File: config.mk
export PLATFORM = sky130hd
export DESIGN_NAME = stbs_search
export DESIGN_NICKNAME = d
export VERILOG_FILES = /design/src/design/stbs_pkg.sv /design/src/design/stbs_search.sv
export SDC_FILE = /design/constraint.sdc
export NUM_CORES = 1
export LEC_CHECK = 0
export BUFFER_PORTS_ARGS = -buffer_cell sky130_fd_sc_hd__buf_4
export CAP_MARGIN = 20
export CORE_UTILIZATION = 50
export DETAILED_ROUTE_END_ITERATION = 10
export PLACE_DENSITY = 0.81
export SYNTH_ARGS = -nofsm -noshare
export SYNTH_HDL_FRONTEND = slang
export SYNTH_SLANG_ARGS = --single-unit
File: constraint.sdc
create_clock -name clk_i -period 3.05 [get_ports clk_i]
set_input_delay 0.1525 -clock clk_i [delete_from_list [all_inputs] [get_ports clk_i]]
set_output_delay 0.1525 -clock clk_i [all_outputs]
set_load 0.05 [all_outputs]
File: src/design/stbs_pkg.sv
// Shared types and constants for the sorted-table binary search block.
// No dependencies; imported by stbs_search and the top level in the design folder.
`default_nettype none

package stbs_pkg;

  localparam int unsigned TableDepth = 1024;
  localparam int unsigned ValueWidth = 32;
  localparam int unsigned IdxW       = $clog2(TableDepth);
  localparam int unsigned CountW     = IdxW + 1;

  typedef enum logic {
    FuncLoad   = 1'b0,
    FuncSearch = 1'b1
  } func_e;

  typedef struct packed {
    func_e                        func;
    logic [IdxW-1:0]              entry_index;
    logic signed [ValueWidth-1:0] data_value;
  } in_req_t;

  typedef struct packed {
    logic            found;
    logic [IdxW-1:0] position;
  } out_rsp_t;

  // search handshake between sequencer and top level
  typedef struct packed {
    logic busy;
    logic res_valid;
  } srch_stat_t;

  typedef enum logic [1:0] {
    StIdle,
    StProbe,
    StCmp,
    StDone
  } srch_state_e;

endpackage

`default_nettype wire

File: src/design/stbs_search.sv
// Binary search sequencer: issues one table read per probe and narrows the
// [left, hi) window on the registered read data. Depends on stbs_pkg.
`default_nettype none

module stbs_search import stbs_pkg::*; (
  input  wire logic                         clk_i,
  input  wire logic                         rst_ni,
  input  wire logic                         start_i,
  input  wire logic signed [ValueWidth-1:0] key_i,
  input  wire logic [CountW-1:0]            count_i,
  output logic [IdxW-1:0]                   ram_raddr_o,
  input  wire logic signed [ValueWidth-1:0] ram_rdata_i,
  input  wire logic                         res_ready_i,
  output srch_stat_t                        stat_o,
  output out_rsp_t                          res_o
);

  srch_state_e state_q, state_d;

  logic signed [ValueWidth-1:0] key_q, key_d;
  logic [CountW-1:0]            left_q, left_d;
  logic [CountW-1:0]            hi_q, hi_d;
  logic [IdxW-1:0]              mid_q, mid_d;
  logic                         found_q, found_d;
  logic [IdxW-1:0]              pos_q, pos_d;

  logic [CountW:0]   mid_sum;
  logic [IdxW-1:0]   mid_w;
  logic              win_open;

  // window is [left, hi); midpoint equals (left + right) / 2 with right = hi - 1
  assign mid_sum  = {1'b0, left_q} + {1'b0, hi_q} - {{CountW{1'b0}}, 1'b1};
  assign mid_w    = mid_sum[IdxW:1];
  assign win_open = left_q < hi_q;

  // next state
  always_comb begin
    state_d = state_q;
    case (state_q)
      StIdle:  if (start_i) state_d = StProbe;
      StProbe: state_d = win_open ? StCmp : StDone;
      StCmp:   if (ram_rdata_i == key_q) begin
        state_d = StDone;
      end else begin
        state_d = StProbe;
      end
      StDone:  if (res_ready_i) state_d = StIdle;
      default: state_d = StIdle;
    endcase
  end

  // outputs
  always_comb begin
    stat_o.busy      = state_q != StIdle;
    stat_o.res_valid = state_q == StDone;
    res_o.found      = found_q;
    res_o.position   = pos_q;
    ram_raddr_o      = mid_w;
  end

  // datapath
  always_comb begin
    key_d   = key_q;
    left_d  = left_q;
    hi_d    = hi_q;
    mid_d   = mid_q;
    found_d = found_q;
    pos_d   = pos_q;
    case (state_q)
      StIdle: begin
        key_d   = key_i;
        left_d  = '0;
        hi_d    = count_i;
        found_d = 1'b0;
        pos_d   = '0;
      end
      StProbe: mid_d = mid_w;
      StCmp: begin
        if (ram_rdata_i == key_q) begin
          found_d = 1'b1;
          pos_d   = mid_q;
        end else if (ram_rdata_i > key_q) begin
          hi_d = {1'b0, mid_q};
        end else begin
          left_d = {1'b0, mid_q} + {{IdxW{1'b0}}, 1'b1};
        end
      end
      default: ;
    endcase
  end

  always_ff @(posedge clk_i or negedge rst_ni) begin
    if (!rst_ni) begin
      state_q <= StIdle;
    end else begin
      state_q <= state_d;
    end
  end

  always_ff @(posedge clk_i) begin
    key_q   <= key_d;
    left_q  <= left_d;
    hi_q    <= hi_d;
    mid_q   <= mid_d;
    found_q <= found_d;
    pos_q   <= pos_d;
  end

  // window never inverts during a search
  assert property (@(posedge clk_i) disable iff (!rst_ni)
    (state_q != StIdle) |-> (left_q <= hi_q))
    else $error("search window inverted");

  // probed index lies inside the live window
  assert property (@(posedge clk_i) disable iff (!rst_ni)
    (state_q == StCmp) |-> (({1'b0, mid_q} >= left_q) && ({1'b0, mid_q} < hi_q)))
    else $error("probe outside window");

  // a miss reports position zero
  assert property (@(posedge clk_i) disable iff (!rst_ni)
    (state_q == StDone && !found_q) |-> (pos_q == '0))
    else $error("miss with nonzero position");

  // a miss is only declared once the window has closed
  assert property (@(posedge clk_i) disable iff (!rst_ni)
    (state_q == StProbe && !win_open) |=> (state_q == StDone && !found_q))
    else $error("closed window did not end search");

endmodule

`default_nettype wire

# After elaboration in Yosys (flattened, before gate mapping)

Index checks and enable logic that the tools add are counted.

Add/sub/neg operators: 3
Magnitude comparators: 2
Eq/ne operators: 10
Mux-type cells: 15
Reduce and logical (&&, ||, !) cells: 7

Operator list:

| operator                                                               | number |
|---|---|
| 11-bit 2-to-1 mux                                                      | 4 |
| 11-bit case mux with 2 select lines                                    | 2 |
| 32-bit equality test                                                   | 1 |
| 32-bit greater-than comparator                                         | 1 |
| 10-bit case mux with 2 select lines                                    | 1 |
| 2-bit != test (second input constant)                                  | 6 |
| 10-bit by 1-bit adder with 11-bit output (second input constant)       | 1 |
| 11-bit adder                                                           | 1 |
| 11-bit less-than comparator                                            | 1 |
| 11-bit by 1-bit subtractor with 11-bit output (second input constant)  | 1 |
| 10-bit 2-to-1 mux                                                      | 1 |
| 2-bit case mux with 4 select lines                                     | 1 |
| 2-bit 2-to-1 mux                                                       | 3 |
| 3-bit AND reduction                                                    | 2 |
| 2-bit equality test (second input constant)                            | 2 |
| 2-bit AND reduction                                                    | 2 |
| 2-bit nonzero test                                                     | 2 |
| 2-bit by 1-bit equality test with 1-bit output (second input constant) | 1 |
| 2-bit zero test                                                        | 1 |
| 1-bit 2-to-1 mux                                                       | 2 |
| 1-bit case mux with 2 select lines                                     | 1 |

Register bits: 77
Input bits: 79
Output and inout bits: 23
Word-level logic and storage cells: 44

# Logic depth before layout (Yosys ltp)

Depth in word-level cells: 4
Depth in mapped cells: 12
Depth with buffers taken out: 12

# Worst setup path before layout

Ideal clock, no wire load.

Path type: reg-to-reg
From: register left_q[1]
To: register mid_q[6] (data pin)
Library setup time: 361 ps
Arrival: 2,796 ps
Data required time: 2,689 ps
Path slack: -108 ps
Cell stages (with the launch flop): 13
Buffers on the path: 0
Clock period less this slack: 3,158 ps
Cells stage by stage: edfxtp_1 > inv_1 > ha_1 > inv_1 > ha_1 > inv_1 > fa_1 > nor2b_1 > o21ai_0 > a21boi_0 > o21ai_0 > nor2b_1 > xnor2_1

Longest elaborated chain between the ends: 2

Ends and longest elaborated chain:

| item                                          | line               | source |
|---|---|---|
| start: declaration                            | stbs_search.sv:21  | `logic [CountW-1:0] left_q, left_d;` |
| start signal: assignment                      | stbs_search.sv:102 | `left_q <= left_d;` |
| 11-bit adder                                  | stbs_search.sv:32  | `assign mid_sum = {1'b0, left_q} + {1'b0, hi_q} - {{CountW{1'b0}}, 1'b1};` |
| 11-bit by 1-bit subtractor with 11-bit output | stbs_search.sv:32  |  |
| via ram_raddr_o[6]                            | stbs_search.sv:11  | `output logic [IdxW-1:0] ram_raddr_o,` |
| end signal: assignment                        | stbs_search.sv:104 | `mid_q <= mid_d;` |
| end: declaration                              | stbs_search.sv:23  | `logic [IdxW-1:0] mid_q, mid_d;` |

The timed path passes the listed nets, and every way through them passes these cells.
A chain may end at the register's enable or synchronous reset.

# Final worst setup path

From: register left_q[2]
To: output port ram_raddr_o[9]

Longest elaborated chain between the ends: 2

Ends and longest elaborated chain:

| item                                          | line |
|---|---|
| 11-bit adder                                  | stbs_search.sv:32 |
| 11-bit by 1-bit subtractor with 11-bit output | stbs_search.sv:32 |
| end: declaration                              | stbs_search.sv:11 |

No other way between the ends.

==> out/results.tsv <==
metric	value	unit
outcome	finished, violations left	
violations	negative setup slack	
hpwlAfterDp	7.43	mm
syn-instance-count	392	
slew_headroom	33.9	%
synthesis.nets	533	
viasPerCell	5.28	
clock_sinks	77	
cts_root_buffer	clkbuf_8	
place_ws	236	ps
cpMaxStageDelayCell	a2111o_1	
ant_nets	0	
yosys_warnings	0	
antenna_found_initial	0	
period_share	101	%
ys_types	41	
synth_top_flop_cell	edfxtp_1	
finalSetupViolCount	1	
synthArstFlopShare	2.60	%
fp.coreArea	8380	sq um
n_fill_cell	560	
grt_pass1_wl	16.3	mm
wl_met1	4.40	mm
grt_pass1_vias	3606	
highest_layer	met4	
io_buffers	101	
ys_seq_area_share	52.1	%
required	2900	ps
drt-pass1-iter-count	5	
drive_gt1_share	27.6	%
critPathLaunchType	flip-flop	
insertion_delay	360	ps
worstRegToRegCells	9	
finalWorstSetupSlack	-35.6	ps
end_kind	primary output	
gp_congestion	0.836	
max_stage_delay	440	ps
clk_pin_slew_worst_paths	80	ps
die_w	96.0	um
final_area	6030	sq um
yosys.area.top_type	edfxtp_1	
synth_area	4420	sq um
start_util	52.7	%
grtUsageTotal	24.2	%
cts_buffers	9	
wl	10.7	mm
final.min_clock_period	3090	ps
synth_edf_count	75	
synthTopCellsByArea	edfxtp_1 51%, ha_1 17%, inv_1 6.4%	
critPathArrivalTime	2930	ps
route.detailed.drc	0	
cts_buffer_depth	2	
worstMarginPinSlew	989	ps
hold_violations	0	
path_class	flip-flop to primary output	
ys_ff_latch	77	
wl_per_cell	16.3	um
maxCapViolCount	0	
hold_path.class	primary input to flip-flop	
wl_met2	5.18	mm
cts_tree	yes	
row_count	33	
timing.final.max_slew_violations	0	
cp_max_fo	2	
die_h	96.0	um
hold_depth	2	
rsz0062_at_grt	true	
pin_count	102	
skew	11.2	ps
dr_total_vias	3464	
synthTopCellsByCount	75 x edfxtp_1, 75 x inv_1, 61 x ha_1	
r2r_setup_slack	290	ps
crit_chain	inv_2 -> ha_4 -> inv_4 -> ha_4 -> a21o_1 -> a21oi_2 -> o21ai_2 -> or4_4 -> a2111o_1 -> o211ai_2 -> buf_6	
detailed_place.area	5340	sq um
grt-ovfl-total	0	
drt_iter0_drc	218	
diodes	0	
synthToLayoutAreaGrowth	36.5	%
max_freq	324	MHz
finish.net_count	687	
synth.top_cell.area_share	51.0	%
die-area	9220	sq um
crit_top_cell	ha_4	
wl_met3	700	um
postSynthAreaPerCell	11.3	sq um
htree_levels	3	
grt_max_degree	33	
## per-layer routing
layer | up-vias | global-route usage [%]
met3 | 35 | 3.95
met2 | 144 | 40.8
met4 | 0 | 14.4
met1 | 1614 | 29.0
li1 | 1671 | -
met5 | - | 0
## sequential cells by signal, summed over array words and instances, names as in the netlist
name	count
pos_q	10
state_q	2
hi_q	11
left_q	11
found_q	1
key_q	32
mid_q	10
## per-stage QoR
stage	setup TNS [ps]	instances	util (%)	hold WS [ps]
after floorplan	0	392	-	-143
after global placement	0	598	63.7	-64.8
after detailed placement	0	598	63.7	-63.0
after CTS	-31.5	649	70.7	51.2
after global routing	-212	656	72.0	57.5
final	-35.6	656	72.0	59.6
## what timing repair did
item                       CTS  global route
buffers inserted             2             7
hold buffers                33             0
setup endpoints to repair    3             3
hold endpoints to repair    34             0
pin swaps                    4            11
gates resized for setup      8            17
## path summary, 6_finish.rpt
path	startpoint	endpoint
worst max-delay path	left_q[2]	ram_raddr_o[9]
worst min register to register	state_q[0]	state_q[1]
max in group asynchronous	rst_ni	state_q[0]
worst min-delay path	count_i[8]	hi_q[8]
worst max register to register	key_q[31]	hi_q[4]
min in group asynchronous	rst_ni	state_q[1]
## area by class of cell
class                      instances  area (sq um)  area share (%)
clock buffer                      12           145            2.41
clock inverter                     4          72.6            1.20
inverter                          75           284            4.71
multi-input combinational        236          1900            31.5
sequential                        77          2300            38.2
tap                              105           131            2.18
timing repair buffer             147          1200            19.8
## cell usage in the layout (no fill, tap or decap), drive strengths merged, types with 8 or more instances in the layout
cell | netlist | layout
nor2 | 22 | 22
clkbuf | 3 | 12
nand2 | 19 | 19
xor2 | 8 | 8
buf | 1 | 114
a21oi | 20 | 20
edfxtp | 75 | 75
ha | 61 | 61
o21ai | 9 | 9
inv | 75 | 75
dlygate4sd3 | 0 | 33
nand3 | 12 | 12
a21o | 13 | 13
and2 | 13 | 13
## cell families after synthesis
family	synth area share [%]
AOI/OAI and AO/OA	8.66
xor gates and xnor gates	2.97
adders and majority gates	17.7
buffers and inverters	6.80
DFF	52.1
and+or+nand+nor	11.7
## critical path: cells and delay by family (launching register included)
kind	cells	cell delay, ps
compound gates	5	960
fa+ha+maj	2	510
simple gates	1	420
flops	1	380
buf+inv	3	300
Power is left out: the tool's default activity adds up to more than one toggle a clock period on the data nets, which glitch-free logic cannot reach.
